**config.mk**
```make
export PLATFORM = sky130hd
export DESIGN_NAME = lpht_cfg
export DESIGN_NICKNAME = d
export VERILOG_FILES = /design/src/design/linear_probing_hash_table_top_macros.svh /design/src/design/lpht_pkg.sv /design/src/design/lpht_cfg.sv
export SDC_FILE = /design/constraint.sdc
export NUM_CORES = 1
export LEC_CHECK = 0
export BUFFER_PORTS_ARGS = -buffer_cell sky130_fd_sc_hd__buf_2
export CORE_MARGIN = 4
export CORE_UTILIZATION = 35
export CTS_CLUSTER_DIAMETER = 120
export DETAILED_ROUTE_END_ITERATION = 8
export HOLD_SLACK_MARGIN = 0.05
export PLACE_DENSITY_LB_ADDON = 0.1
export SYNTH_ARGS = -nofsm -noshare
export SYNTH_HDL_FRONTEND = slang
export SYNTH_SLANG_ARGS = --single-unit
```
**constraint.sdc**
```tcl
create_clock -name i_clk -period 1.6 [get_ports i_clk]
set_input_delay 0.08 -clock i_clk [delete_from_list [all_inputs] [get_ports i_clk]]
set_output_delay 0.08 -clock i_clk [all_outputs]
set_load 0.01 [all_outputs]
```
**src/design/linear_probing_hash_table_top_macros.svh**
```systemverilog
// assertion helpers for the hash table block
`ifndef LINEAR_PROBING_HASH_TABLE_TOP_MACROS_SVH
`define LINEAR_PROBING_HASH_TABLE_TOP_MACROS_SVH

`ifndef SYNTHESIS

// same-cycle implication
`define LPHT_ASSERT_IMPL(name, clk, rst_n, ante, cons, msg) \
    name: assert property (@(posedge clk) disable iff (!(rst_n)) (ante) |-> (cons)) \
        else $error(msg);

// next-cycle implication
`define LPHT_ASSERT_NEXT(name, clk, rst_n, ante, cons, msg) \
    name: assert property (@(posedge clk) disable iff (!(rst_n)) (ante) |=> (cons)) \
        else $error(msg);

`else

`define LPHT_ASSERT_IMPL(name, clk, rst_n, ante, cons, msg)
`define LPHT_ASSERT_NEXT(name, clk, rst_n, ante, cons, msg)

`endif

`endif

```
**src/design/lpht_pkg.sv**
```systemverilog
package lpht_pkg;

    localparam int KEY_W       = 64;
    localparam int VAL_W       = 64;
    localparam int FILL_W      = 11;
    localparam int IN_TDATA_W  = KEY_W + VAL_W;
    localparam int OUT_TDATA_W = VAL_W;

    localparam logic [63:0]       HASH_MUL     = 64'h9E37_79B9_7F4A_7C15;
    localparam logic [FILL_W-1:0] MAX_FILL_RST = 11'd768;

    // apb register map
    localparam int APB_DW    = 32;
    localparam int APB_AW    = 3;
    localparam int REG_IDX_W = APB_AW - 2;
    localparam logic [REG_IDX_W-1:0] REG_MAX_FILL = '0;

    typedef enum logic {
        FUNC_INSERT = 1'b0,
        FUNC_LOOKUP = 1'b1
    } t_func;

    typedef enum logic [1:0] {
        ST_INSERTED  = 2'd0,
        ST_FULL      = 2'd1,
        ST_FOUND     = 2'd2,
        ST_NOT_FOUND = 2'd3
    } t_status;

    typedef struct packed {
        logic    clr_step;
        logic    load;
        logic    hash_step;
        logic    rd;
        logic    advance;
        logic    ins_wr;
        logic    res_ld;
        t_status res_status;
        logic    out_ld;
    } t_dp_cmd;

    typedef struct packed {
        logic  clr_last;
        logic  clr_done;
        logic  hash_last;
        t_func func;
        logic  fill_ok;
        logic  rd_vld;
        logic  key_hit;
        logic  lap_last;
    } t_dp_sts;

endpackage

```
**src/design/lpht_cfg.sv**
```systemverilog
module lpht_cfg (
    input  logic                             i_clk,
    input  logic                             i_rst_n,
    input  logic                             i_psel,
    input  logic                             i_penable,
    input  logic                             i_pwrite,
    input  logic [lpht_pkg::APB_AW-1:0]      i_paddr,
    input  logic [lpht_pkg::APB_DW-1:0]      i_pwdata,
    output logic [lpht_pkg::APB_DW-1:0]      o_prdata,
    output logic                             o_pready,
    output logic [lpht_pkg::FILL_W-1:0]      o_max_fill
);
    import lpht_pkg::*;

    logic [FILL_W-1:0]    r_max_fill;
    logic [REG_IDX_W-1:0] reg_idx;
    logic                 wr_fire;

    assign o_pready = 1'b1;
    assign reg_idx  = i_paddr[APB_AW-1:2];
    assign wr_fire  = i_psel & i_penable & i_pwrite & o_pready;

    always_ff @(posedge i_clk) begin
        if (!i_rst_n) begin
            r_max_fill <= MAX_FILL_RST;
        end else if (wr_fire && reg_idx == REG_MAX_FILL) begin
            r_max_fill <= i_pwdata[FILL_W-1:0];
        end
    end

    assign o_prdata   = (reg_idx == REG_MAX_FILL) ? APB_DW'(r_max_fill) : '0;
    assign o_max_fill = r_max_fill;

endmodule

```
### Word level (Yosys, flattened, before mapping)

Cells that the tools add are included.
Widths: inputs -> output; s select.

* input port bits: 40
* register bits: 11

* reduce and logical (&&, ||, !) cells: 1
* bitwise logic cells: 3
* muxes and demuxes: 1

Operators by type and width (count)
* $mux 11: 1
* $and 1x1->1: 2
* $logic_and 1x1->1: 1
* $not 1->1: 1

### Logic depth before layout (Yosys ltp)

* depth in word-level cells: 3
* depth in mapped cells: 3
* mapped depth without buffers: 2

### Worst setup path after synthesis

OpenSTA, ideal clock, no wires.

* path type: input to register
* start point: input i_paddr[2] (netlist bit)
* end point: register r_max_fill[0] (netlist: o_max_fill[0])
* stages: 3
* setup time: 72 ps
* data required time: 1528 ps
* arrival time: 701 ps
* setup slack: 827 ps
* path buffers: 1
* cells stage by stage: and4b_4 buf_12 mux2i_1

* longest elaborated chain between the ends: 2

Ends and longest elaborated chain
* start, declared: RTL line lpht_cfg.sv:7 `input logic [lpht_pkg::APB_AW-1:0] i_paddr,`
* $not 1->1
* $logic_and 1x1->1: RTL line lpht_cfg.sv:26 `end else if (wr_fire && reg_idx == REG_MAX_FILL) begin`
* end signal, assigned: RTL line lpht_cfg.sv:27 `r_max_fill <= i_pwdata[FILL_W-1:0];`
* end, declared: RTL line lpht_cfg.sv:15 `logic [FILL_W-1:0] r_max_fill;`

Every way passes these cells.
A chain may end at the register's enable or synchronous reset.

### Final worst setup path

* start point: register r_max_fill[2] (netlist: o_max_fill[2])
* end point: output o_prdata[2] (netlist bit)

* longest elaborated chain between the ends: 1

Ends and longest elaborated chain
* $mux 11: RTL line lpht_cfg.sv:31 `assign o_prdata = (reg_idx == REG_MAX_FILL) ? APB_DW'(r_max_fill) : '0;`
* end, declared: RTL line lpht_cfg.sv:9 `output logic [lpht_pkg::APB_DW-1:0] o_prdata,`

Every way passes these cells.

==> flow_metrics.env <==
export IMPL_status="finished clean"
export IMPL_dpl_cell_area_um2=813.3
export IMPL_internal_power_mw=0.4145
export IMPL_yosys_area_top_type="dfxtp_1"
export IMPL_synth_xor_area_share_pct=0
export IMPL_setup_viol=0
export IMPL_end_kind="output port"
export IMPL_r2r_end="o_max_fill[8]"
export IMPL_hold_path_end="o_max_fill[3]"
export IMPL_r2r_setup_slack_ps=980
export IMPL_period_share_pct=59.63
export IMPL_post_cts_buffers=0
export IMPL_synth_distinct_cells=10
export IMPL_totalWireLength_mm=1.430
export IMPL_cap_violations=0
export IMPL_grtUsageTotal_pct=10.38
export IMPL_p_per_area_mw_per_mm2=661.1
export IMPL_cts_resized=0
export IMPL_core_area_mm2=0.001942
export IMPL_seqPwrFrac_pct=49.9
export IMPL_num_fill_cells=207
export IMPL_grt_pass1_wl_mm=2.159
export IMPL_p_sw_mw=0.1537
export IMPL_drcViolationCount=0
export IMPL_cts_tree="yes"
export IMPL_drt_pass1_iter_count=4
export IMPL_gp_congestion=0.6226
export IMPL_dpl_worst_slack_ps=517.7
export IMPL_largest_reg_flops=11
export IMPL_synth_top_family_by_area="buffers and inverters"
export IMPL_wl_per_cell_um=9.597
export IMPL_drtIter0Drc=9
export IMPL_grt_max_degree=23
export IMPL_hold_buffers=2
export IMPL_min_period_ps=954.1
export IMPL_switching_share_pct=27.05
export IMPL_min_path_type="in -> reg"
export IMPL_via_per_inst=3.859
export IMPL_cts_buffer_depth=2
export IMPL_synthAdderAreaFrac_pct=0
export IMPL_dpl_hpwl_mm=1.087
export IMPL_worstPathRequired_ps=1520
export IMPL_synth_top_area_share_pct=30.82
export IMPL_synth_compound_area_share_pct=0
export IMPL_ys_seq_area_share_pct=30.82
export IMPL_path_clk_slew_ps=70
export IMPL_muxShareOfSynthArea_pct=15.41
export IMPL_syn_to_final_growth_pct=20.32
export IMPL_drive_gt1_share_pct=34.43
export IMPL_insertedDiodeCount=0
export IMPL_hold_violations=0
export IMPL_rsz0062_at_grt="false"
export IMPL_synth_area_um2=714.4
export IMPL_fmax_mhz=1048
export IMPL_root_buffer="clkbuf_4"
export IMPL_setup_ws_ps=645.9
export IMPL_min_delay_start="i_pwdata[3]"
export IMPL_pin_count=84
export IMPL_postLayoutCoreUtil_pct=44.27
export IMPL_syn_inst=84
export IMPL_dieArea_mm2=0.002828
export IMPL_antenna_found_initial=0
export IMPL_final_max_slew_viol_count=0
export IMPL_rows=16
export IMPL_p_leak_nw=0.4476
export IMPL_cts_buffers=3
export IMPL_timing_rr_start="o_max_fill[8]"
export IMPL_critPathLaunchType="register"
export IMPL_setup_tns_ps=0
export IMPL_synth_seq_cells=11
export IMPL_final_cell_area_um2=859.6
export IMPL_htree_levels=1
export IMPL_grt_pass1_vias=492
export IMPL_fin_skew_ps=0
export IMPL_initial_utilization_pct=36.79
export IMPL_die_x_um=53.18
export IMPL_cp_arrival_ps=870
export IMPL_grt_overflow=0
export IMPL_die_h_um=53.18
export IMPL_ff2ff_path_depth=2
export IMPL_synthSimpleGateAreaFrac_pct=24.69
export IMPL_via_count=575
export IMPL_ys_top_cells_by_area="dfxtp_1 31%, buf_4 23%, mux2i_1 15%"
export IMPL_synth_area_per_cell_um2=8.505
export IMPL_fin_nets=163
export IMPL_numClockSinks=11
export IMPL_power_frac_comb_pct=17.3
export IMPL_path_class="reg -> out"
export IMPL_clock_latency_ps=260
export IMPL_clkPwrFrac_pct=32.8
export IMPL_port_buffers=38
export IMPL_ir_drop_v=0.0002632
export IMPL_cp_max_fo=3
export IMPL_min_path_cells=3
export IMPL_antenna_left=0
export IMPL_synth_warning_count=0
[worst max-delay path, cell delays in order, from the launching register on]
cell and delay [ps]:
dfxtp_1 350, nor2b_1 130, buf_2 140
[cell usage in the layout (no fill, tap or decap), drive strengths merged]
master,count
and4b,1
and2b,1
buf,38
nand2,18
conb,22
mux2i,11
dfxtp,11
dlygate4sd3,2
clkbuf,4
nor2b,14
[synth_stat cells, drive strengths merged]
| cell | n |
|---|---|
| conb | 2 |
| dfxtp | 11 |
| and4b | 1 |
| buf | 26 |
| and2b | 1 |
| mux2i | 11 |
| nor2b | 14 |
| nand2 | 18 |
[power groups by stage]
stage	logic (mW)	clock network, mW	registers (mW)
CTS	0.0993	0.198	0.283
global placement	0.0947	0	0.290
global route	0.112	0.211	0.284
floorplan	0.101	0	0.293
detailed placement	0.0953	0	0.290
finish	0.0984	0.186	0.283
[how the worst max path moves through the flow]
stage	start	end	slack (ps)	depth (start not counted)
after floorplan	i_paddr[2]	o_max_fill[0]	830	3
after global placement	i_paddr[2]	o_max_fill[9]	530	3
after detailed placement	i_paddr[2]	o_max_fill[6]	520	3
after CTS	o_max_fill[0]	o_prdata[0]	630	2
after global routing	o_max_fill[7]	o_prdata[7]	570	2
final	o_max_fill[2]	o_prdata[2]	650	2
[logic make-up (layout without fill, tap and decap cells)]
kind of cell           count (synthesis)  count (layout)
AND/OR/NAND/NOR                       34              34
buffers and inverters                 26              44
multiplexers                          11              11
flip-flops                            11              11
other                                  2              22
[through the flow]
| step | std cells | total power, mW | hold WS [ps] |
|---|---|---|---|
| 2_1_floorplan | 104 | 0.3935 | 222.1 |
| 3_3_place_gp | 143 | 0.3844 | 330.6 |
| 3_5_place_dp | 143 | 0.3850 | 335.2 |
| 4_1_cts | 149 | 0.5803 | 51.82 |
| 5_1_grt | 149 | 0.6075 | 51.40 |
| 6_report | 149 | 0.5682 | 59.49 |
[per-layer routing]
metal	up-vias	global-route usage [%]	wire, µm
li1	291	-	-
met1	251	12.22	559
met2	33	17.15	696
met3	0	4.507	174
met4	0	2.553	0
met5	-	0	0
[cell type report]
cell class | count | area, µm² | share of cell area (%)
repair buffers | 40 | 210.2 | 24.45
clock buffers | 4 | 26.28 | 3.057
well taps | 27 | 33.78 | 3.930
flip-flops and latches | 11 | 220.2 | 25.62
multi-input cells | 67 | 369.1 | 42.94
No activity file was read; power rests on OpenSTA's default activity.
