File: src/design/linear_probing_hash_table_top_macros.svh
// assertion helpers for the hash table block
`ifndef LINEAR_PROBING_HASH_TABLE_TOP_MACROS_SVH
`define LINEAR_PROBING_HASH_TABLE_TOP_MACROS_SVH

`ifndef SYNTHESIS

// same-cycle implication
`define LPHT_ASSERT_IMPL(name, clk, rst_n, ante, cons, msg) \
    name: assert property (@(posedge clk) disable iff (!(rst_n)) (ante) |-> (cons)) \
        else $error(msg);

// next-cycle implication
`define LPHT_ASSERT_NEXT(name, clk, rst_n, ante, cons, msg) \
    name: assert property (@(posedge clk) disable iff (!(rst_n)) (ante) |=> (cons)) \
        else $error(msg);

`else

`define LPHT_ASSERT_IMPL(name, clk, rst_n, ante, cons, msg)
`define LPHT_ASSERT_NEXT(name, clk, rst_n, ante, cons, msg)

`endif

`endif

File: src/design/lpht_pkg.sv
package lpht_pkg;

    localparam int KEY_W       = 64;
    localparam int VAL_W       = 64;
    localparam int FILL_W      = 11;
    localparam int IN_TDATA_W  = KEY_W + VAL_W;
    localparam int OUT_TDATA_W = VAL_W;

    localparam logic [63:0]       HASH_MUL     = 64'h9E37_79B9_7F4A_7C15;
    localparam logic [FILL_W-1:0] MAX_FILL_RST = 11'd768;

    // apb register map
    localparam int APB_DW    = 32;
    localparam int APB_AW    = 3;
    localparam int REG_IDX_W = APB_AW - 2;
    localparam logic [REG_IDX_W-1:0] REG_MAX_FILL = '0;

    typedef enum logic {
        FUNC_INSERT = 1'b0,
        FUNC_LOOKUP = 1'b1
    } t_func;

    typedef enum logic [1:0] {
        ST_INSERTED  = 2'd0,
        ST_FULL      = 2'd1,
        ST_FOUND     = 2'd2,
        ST_NOT_FOUND = 2'd3
    } t_status;

    typedef struct packed {
        logic    clr_step;
        logic    load;
        logic    hash_step;
        logic    rd;
        logic    advance;
        logic    ins_wr;
        logic    res_ld;
        t_status res_status;
        logic    out_ld;
    } t_dp_cmd;

    typedef struct packed {
        logic  clr_last;
        logic  clr_done;
        logic  hash_last;
        t_func func;
        logic  fill_ok;
        logic  rd_vld;
        logic  key_hit;
        logic  lap_last;
    } t_dp_sts;

endpackage

File: src/design/lpht_ctrl.sv
`include "linear_probing_hash_table_top_macros.svh"

module lpht_ctrl (
    input  logic               i_clk,
    input  logic               i_rst_n,
    input  logic               i_s_tvalid,
    output logic               o_s_tready,
    output logic               o_m_tvalid,
    input  logic               i_m_tready,
    input  lpht_pkg::t_dp_sts  i_sts,
    output lpht_pkg::t_dp_cmd  o_cmd
);
    import lpht_pkg::*;

    typedef enum logic [5:0] {
        S_CLEAR = 6'b000001,
        S_IDLE  = 6'b000010,
        S_HASH  = 6'b000100,
        S_READ  = 6'b001000,
        S_CHECK = 6'b010000,
        S_DONE  = 6'b100000
    } t_state;

    t_state  r_state;
    t_state  n_state;
    logic    r_out_valid;
    logic    s_fire;
    t_dp_cmd cmd;

    assign o_s_tready = (r_state == S_IDLE);
    assign s_fire     = i_s_tvalid & o_s_tready;

    always_comb begin
        n_state        = r_state;
        cmd            = '0;
        cmd.res_status = ST_INSERTED;
        unique case (r_state)
            S_CLEAR: begin
                cmd.clr_step = 1'b1;
                if (i_sts.clr_last) n_state = S_IDLE;
            end
            S_IDLE: begin
                if (s_fire) begin
                    cmd.load = 1'b1;
                    n_state  = S_HASH;
                end
            end
            S_HASH: begin
                cmd.hash_step = 1'b1;
                if (i_sts.hash_last) begin
                    if (i_sts.func == FUNC_INSERT && !i_sts.fill_ok) begin
                        cmd.res_ld     = 1'b1;
                        cmd.res_status = ST_FULL;
                        n_state        = S_DONE;
                    end else begin
                        n_state = S_READ;
                    end
                end
            end
            S_READ: begin
                cmd.rd  = 1'b1;
                n_state = S_CHECK;
            end
            S_CHECK: begin
                if (!i_sts.rd_vld) begin
                    // empty slot ends the run for both operations
                    cmd.res_ld = 1'b1;
                    if (i_sts.func == FUNC_INSERT) begin
                        cmd.ins_wr     = 1'b1;
                        cmd.res_status = ST_INSERTED;
                    end else begin
                        cmd.res_status = ST_NOT_FOUND;
                    end
                    n_state = S_DONE;
                end else if (i_sts.func == FUNC_LOOKUP && i_sts.key_hit) begin
                    cmd.res_ld     = 1'b1;
                    cmd.res_status = ST_FOUND;
                    n_state        = S_DONE;
                end else if (i_sts.lap_last) begin
                    cmd.res_ld     = 1'b1;
                    cmd.res_status = (i_sts.func == FUNC_INSERT) ? ST_FULL : ST_NOT_FOUND;
                    n_state        = S_DONE;
                end else begin
                    cmd.advance = 1'b1;
                    n_state     = S_READ;
                end
            end
            S_DONE: begin
                if (!r_out_valid || i_m_tready) begin
                    cmd.out_ld = 1'b1;
                    n_state    = S_IDLE;
                end
            end
            default: n_state = S_CLEAR;
        endcase
    end

    always_ff @(posedge i_clk) begin
        if (!i_rst_n) begin
            r_state <= S_CLEAR;
        end else begin
            r_state <= n_state;
        end
    end

    always_ff @(posedge i_clk) begin
        if (!i_rst_n) begin
            r_out_valid <= 1'b0;
        end else if (cmd.out_ld) begin
            r_out_valid <= 1'b1;
        end else if (i_m_tready) begin
            r_out_valid <= 1'b0;
        end
    end

    assign o_m_tvalid = r_out_valid;
    assign o_cmd      = cmd;

    `LPHT_ASSERT_IMPL(a_take_after_clear, i_clk, i_rst_n, s_fire, i_sts.clr_done, "word taken before clearing pass finished")
    `LPHT_ASSERT_IMPL(a_out_from_done, i_clk, i_rst_n, $past(i_rst_n) && $rose(r_out_valid), $past(r_state == S_DONE), "result shown without finishing an item")

endmodule

File: config.mk
export PLATFORM = sky130hd
export DESIGN_NAME = lpht_ctrl
export DESIGN_NICKNAME = d
export VERILOG_FILES = /design/src/design/lpht_pkg.sv /design/src/design/lpht_ctrl.sv
export VERILOG_INCLUDE_DIRS = /design/src /design/src/design
export SDC_FILE = /design/constraint.sdc
export NUM_CORES = 1
export LEC_CHECK = 0
export BUFFER_PORTS_ARGS = -buffer_cell sky130_fd_sc_hd__buf_2
export CORE_MARGIN = 10
export CORE_UTILIZATION = 33
export CTS_BUF_LIST = sky130_fd_sc_hd__clkbuf_8 sky130_fd_sc_hd__clkbuf_16
export DETAILED_ROUTE_END_ITERATION = 12
export GPL_TIMING_DRIVEN = 0
export PLACE_DENSITY = 0.68
export RECOVER_POWER = 100
export SETUP_SLACK_MARGIN = 0.15
export SLEW_MARGIN = 20
export SYNTH_ARGS = -nofsm -noshare
export SYNTH_HDL_FRONTEND = slang
export SYNTH_SLANG_ARGS = --single-unit
File: constraint.sdc
create_clock -name i_clk -period 1.9 [get_ports i_clk]
set_clock_uncertainty 0.1 [all_clocks]
set_input_delay 0.095 -clock i_clk [delete_from_list [all_inputs] [get_ports i_clk]]
set_output_delay 0.095 -clock i_clk [all_outputs]
set_load 0.01 [all_outputs]
======== Word-level counts from Yosys, hierarchy flattened ========
Cells that the tools add are included.
storage, ports and cells
  register bits after elaboration ......... 7
  bits of input ports ..................... 12
  output and inout bits ................... 12
  logic and storage cells ................. 53
operators by class
  eq/ne operators ......................... 10
  multiplexer cells ....................... 32
  bitwise logic cells ..................... 2
  reductions and logical operators ........ 7
operator list
  cell                                                    count
  2-to-1 mux 6 bit                                        8
  case mux 6 bit (6 select lines)                         1
  2-to-1 mux 3 bit                                        5
  2-to-1 mux 1 bit                                        14
  == test 6 x 1 -> 1 bit (second input constant)          1
  == test 6 x 2 -> 1 bit (second input constant)          1
  == test 6 x 3 -> 1 bit (second input constant)          1
  == test 6 x 4 -> 1 bit (second input constant)          1
  == test 6 x 5 -> 1 bit (second input constant)          1
  == test 6 bit (second input constant)                   1
  2-to-1 mux 2 bit                                        3
  inequality test 2 bit (second input constant)           3
  case mux 3 bit (2 select lines)                         1
  AND reduction 4 bit                                     1
  logical AND 1 bit                                       2
  zero test 1 bit                                         2
  inequality test 2 x 1 -> 1 bit (second input constant)  1
  nonzero test 2 bit                                      1
  bitwise AND 1 bit                                       1
  logical OR 1 bit                                        1
  inverter 1 bit                                          1

======== Longest topological paths before layout ========
Gate-level depths: netlist of run 1.
  depth in word-level cells ............... 5
  depth in mapped cells ................... 5
  depth with buffers taken out ............ 4

======== Least setup slack after synthesis of run 1 ========
OpenSTA, ideal clock, no wires.
  path type ............................... register to output
  start ................................... reg r_state[0]
  end ..................................... out o_cmd[1] (netlist bit)
  data arrival time ....................... 1.243 ns
  required time ........................... 1.705 ns
  setup slack ............................. 0.462 ns
  stages on the path, launching flop included .. 4
  buffers on the path ..................... 0
  cells stage by stage .................... dfxtp_1 nor4_2 nand2_2 o31ai_1
RTL lines
  what                    line              text
  start, declared         lpht_ctrl.sv:24   t_state r_state;
  start signal, assigned  lpht_ctrl.sv:102  r_state <= n_state;
  end, declared           lpht_ctrl.sv:11   output lpht_pkg::t_dp_cmd o_cmd

==> flow_summary.ini, run 1 <==
[status]
status = completed

[timing]
finalHoldViolations = 0
slew_headroom = 0.752
max_slew.worst_pin.slew_ns = 0.367
rsz0062_at_grt = false
setup_viol = 0
period_needed_ns = 1.70
report.final.slew_viol_count = 0
totalNegativeSetupSlack_ns = 0
max_freq_mhz = 588
fin_crit_sh = 0.894

[final_layout]
nFillCells = 147
drive_above_1_share = 0.333
fin_nets = 106
seq_area_um2 = 143
multiInputGateArea_um2 = 370
final_cell_mix = buf_2 (17), nor2_1 (7), clkbuf_1 (6)
diodes = 0
syn_to_final_growth_pct = 41.0
mostFrequentLayoutCell = buf_2
utilization = 0.486

[floorplan]
num_io_pins = 24
core_area_mm2 = 0.00149
initial_core_util = 0.345
die_h_um = 59.4
die_area_mm2 = 0.00353
rows = 14
die_w_um = 59.4

[critical_path]
crit_arrival_ns = 1.50
r2r_cells = 4
critPathCaptureType = output pin
r2r_start = r_state[0]
cp-start-kind = register
cp_data_required_time_ns = 1.70
regToRegSetupSlack_ns = 0.27
critPathKind = register to output pin
r2r_end = r_state[3]
worstPathMaxFanout = 6

[drt]
ant_nets = 0
drc_errors = 0
first_pass_iters = 2
vias = 575
vias_per_cell = 5.28
wl_per_cell_um = 13.7
drt_iter0_markers = 8
wl_um = 1490

[cts]
cts_tree = done
cts_sinks = 7
h-tree-depth = 1
clk_path_buf_depth = 2
clk_pin_slew_ns = 0.04
numCtsBuffers = 3
clock-root-buffer = clkbuf_8
clk_latency_ns = 0.23

[synth]
syn-cell-area_um2 = 513
syn_inst = 64
ys_seq_elements = 7
synthArstFlopShare = 0
synth_edf_count = 0
ys.flop_type = dfxtp_1
postSynthAreaPerCell_um2 = 8.02
yosys_warnings = 0
syn_nets = 76
ys_seq_area_frac = 0.273
synthDistinctLibCells = 35

[placement]
gp_congestion = 0.757
dp_hpwl_um = 1160
portBuffers = 22

[pwr]
ir_worst_vdd_mv = 0.426
pwr_density_cell_mw_per_mm2 = 739
leakage_uw = 0.000334

[global_route]
overflow = 0
first_global_vias = 593
grt_pass1_wl_um = 2460
antenna_found_initial = 0
grtUsageTotal = 0.0868
grt_max_degree = 10

[worst_hold_path]
holdPathStages = 2
hold_start = i_rst_n
hold_end = r_state[2]
hp-class = primary input to register

[job]
maxCapViolations = 0
Yosys cell counts, types with 2 or more instances:
library cell  number  share of area
dfxtp_1            7           0.27
inv_1              3          0.022
nand3b_1           2          0.029
o21ai_1            2          0.020
nor4_2             2          0.049
nor2_1             7          0.051
nor3b_1            2          0.029
nor2b_1            4          0.049
and2_1             2          0.024
and3_1             2          0.024
a21oi_1            2          0.020
o211ai_1           2          0.029
nand2_1            5          0.037
worst max-delay path: stages (launching register included):
cell	delay (ns)
dfxtp_1	0.38
nor4_4	0.33
nand2_2	0.15
o31ai_1	0.25
buf_2	0.17
routing by layer:
layer / vias to the layer above / global-route usage / part of all wire
li1: 295 / - / -
met1: 259 / 0.0984 / 0.44
met2: 17 / 0.129 / 0.47
met3: 4 / 0.0408 / 0.071
met4: 0 / 0.0492 / 0.027
met5: - / 0 / 0
state kept, by name, summed over array words and instances, names as in the netlist:
signal      cells
o_m_tvalid      1
r_state         6
repair_timing:
item | CTS | global route
endpoints found under the setup margin | 1 | 3
cloned | 0 | 0
hold buffers | 1 | 0
hold endpoints to repair | 1 | 0
resized for setup | 1 | 6
pin swaps | 2 | 3
setup buffers | 2 | 0
cell families (layout without fill, tap and decap cells):
kind of cell / Yosys count / in the layout / share of synthesized area
buf+inv: 4 / 33 / 0.0366
simple gates: 36 / 36 / 0.451
xor+xnor: 1 / 1 / 0.0171
compound gates: 16 / 16 / 0.222
flops: 7 / 7 / 0.273
cell type report:
type	count	share of cell area
Buffer	1	0.0104
Clock buffer	3	0.0571
Clock inverter	1	0.00692
Inverter	3	0.0156
Multi-Input combinational cell	53	0.512
Sequential cell	7	0.197
Tap cell	16	0.0277
Timing Repair Buffer	25	0.173
power breakdown:
| group | leakage (µW) | switching [µW] | internal (µW) |
|---|---|---|---|
| logic | 0.000250 | 70.5 | 70.5 |
| registers | 0.0000577 | 26.3 | 160 |
| clock network | 0.0000255 | 65.1 | 142 |
per-stage QoR:
step	hold slack, ns	area (µm²)	cells	setup WS [ns]	total power (µW)
global placement	0.229	643	102	0.359	310
floorplan	0.109	513	64	0.462	268
global route	0.0766	723	109	0.0926	570
detailed placement	0.232	643	102	0.323	313
finish	0.0614	723	109	0.200	535
CTS	0.0660	723	109	0.160	541
how the worst max path moves through the flow:
stage | startpoint | to | slack, ns
after floorplan | r_state[0] | o_cmd[1] | 0.46
after global placement | r_state[2] | o_cmd[1] | 0.36
after detailed placement | r_state[2] | o_cmd[1] | 0.32
after CTS | r_state[5] | o_cmd[1] | 0.16
after global routing | r_state[0] | o_cmd[1] | 0.09
final | r_state[0] | o_cmd[1] | 0.20
(Power assumes the default switching activity.)
==> run 2: changes to the inputs <==
--- a/config.mk
+++ b/config.mk
@@ -14,7 +14,7 @@
 export GPL_TIMING_DRIVEN = 0
 export PLACE_DENSITY = 0.68
 export RECOVER_POWER = 100
-export SETUP_SLACK_MARGIN = 0.15
+export SETUP_SLACK_MARGIN = 0.5
 export SLEW_MARGIN = 20
 export SYNTH_ARGS = -nofsm -noshare
 export SYNTH_HDL_FRONTEND = slang
==> flow_summary.ini, run 2 (same netlist as run 1, synthesis figures left out) <==
[status]
status = completed

[drt]
drt_iter0_markers = 4
vias = 641
first_pass_iters = 4
wl_per_cell_um = 14.4
drc_errors = 0
ant_nets = 0
vias_per_cell = 5.39
wl_um = 1710

[critical_path]
cp-start-kind = register
critPathKind = register to output pin
crit_arrival_ns = 1.52
critPathCaptureType = output pin
cp_data_required_time_ns = 1.70
worstPathMaxFanout = 6

[global_route]
gr-usage-met1 = 0.101
antenna_found_initial = 0
use_met3 = 0.0279
grt_most_used_layer = met2
grt_max_degree = 9
first_global_vias = 684
overflow = 0
grtUsageTotal = 0.0987
grt_pass1_wl_um = 2700
grtUsageMet2 = 0.165

[placement]
dp_hpwl_um = 1180
placed_area_um2 = 648
place_inst = 102
place_ws_ns = 0.317
portBuffers = 22
gp_congestion = 0.755

[timing]
period_needed_ns = 1.71
totalNegativeSetupSlack_ns = 0
setup_slack_ns = 0.190
setup_viol = 0
report.final.slew_viol_count = 0
finalHoldViolations = 0
max_freq_mhz = 585
slew_headroom = 0.787
fin_crit_sh = 0.900
max_slew.worst_pin.slew_ns = 0.319
rsz0062_at_grt = true

[floorplan]
rows = 14
die_h_um = 59.4
num_io_pins = 24
die_w_um = 59.4
die_area_mm2 = 0.00353
initial_core_util = 0.345
core_area_mm2 = 0.00149

[final_layout]
postLayoutCellArea_um2 = 878
multiInputGateArea_um2 = 414
seq_area_um2 = 144
drive_above_1_share = 0.476
final_cells = 119
nFillCells = 146
mostFrequentLayoutCell = buf_2
largest_reg_flops = 6
diodes = 0
final_cell_mix = buf_2 (13), buf_6 (9), clkbuf_1 (8)
syn_to_final_growth_pct = 71.2
fin_nets = 116
regMostFlops = r_state

[cts]
cts_tree = done
clk_latency_ns = 0.23
clock-root-buffer = clkbuf_8
cts_sinks = 7
h-tree-depth = 1
clk_pin_slew_ns = 0.04
clk_path_buf_depth = 2
numCtsBuffers = 3

[pwr]
pwr_density_cell_mw_per_mm2 = 664
leakage_uw = 0.000403
ir_worst_vdd_mv = 0.351
power_frac_seq = 0.319
p_sw_uw = 180
intPower_uw = 403
pwr-share-comb = 0.332
clockPowerShare = 0.350
p_sw_frac = 0.309

[worst_hold_path]
hp-class = primary input to register

[job]
maxCapViolations = 0
-- run 2: metrics by stage --
stage / utilization / total power (µW) / hold WS, ns
floorplan: - / 268 / 0.109
global placement: 0.435 / 310 / 0.229
detailed placement: 0.435 / 314 / 0.236
CTS: 0.562 / 600 / 0.0440
global route: 0.590 / 622 / 0.0559
finish: 0.590 / 583 / 0.0572
-- run 2: final timing paths --
check	to	slack, ns	cells past startpoint	start
worst max-delay path	o_cmd[3]	0.19	5	r_state[5]
worst min-delay path	r_state[2]	0.06	2	i_rst_n
worst max register to register	r_state[3]	0.21	5	r_state[0]
worst min register to register	o_m_tvalid	0.41	2	o_m_tvalid
-- run 2: area by class of cell --
type,count,area share
timing repair buffer,35,0.265
tap,16,0.0228
inverter,3,0.0128
clock inverter,1,0.00427
clock buffer,3,0.0470
multi-input combinational,53,0.472
sequential,7,0.164
buffer,1,0.0128
-- run 2: critical path, stage by stage (launching register included) --
cell,delay [ns]
dfxtp_2,0.31
buf_6,0.11
nor4_4,0.29
nand2_2,0.15
o21ai_0,0.25
buf_2,0.18
-- run 2: power by group through the flow --
stage | Clock, µW | Sequential, µW | Combinational [µW]
after detailed placement | 0 | 180 | 134
after global routing | 222 | 187 | 213
after CTS | 214 | 190 | 197
after global placement | 0 | 178 | 132
final | 204 | 186 | 193
after floorplan | 0 | 176 | 92.7
-- run 2: layer usage --
layer	wire length [µm]	part of all wire	vias to the layer above
met5	0	0	-
met4	36	0.021	0
met3	54	0.032	4
met2	881	0.52	19
met1	737	0.43	303
li1	-	-	315
-- run 2: repair_timing --
| item | in CTS | in global routing |
|---|---|---|
| hold buffers | 1 | 0 |
| setup endpoints to repair | 13 | 17 |
| gates cloned | 0 | 0 |
| resized for setup | 19 | 14 |
| endpoints found under the hold margin | 1 | 0 |
| buffers inserted | 8 | 4 |
| pin swaps | 10 | 8 |
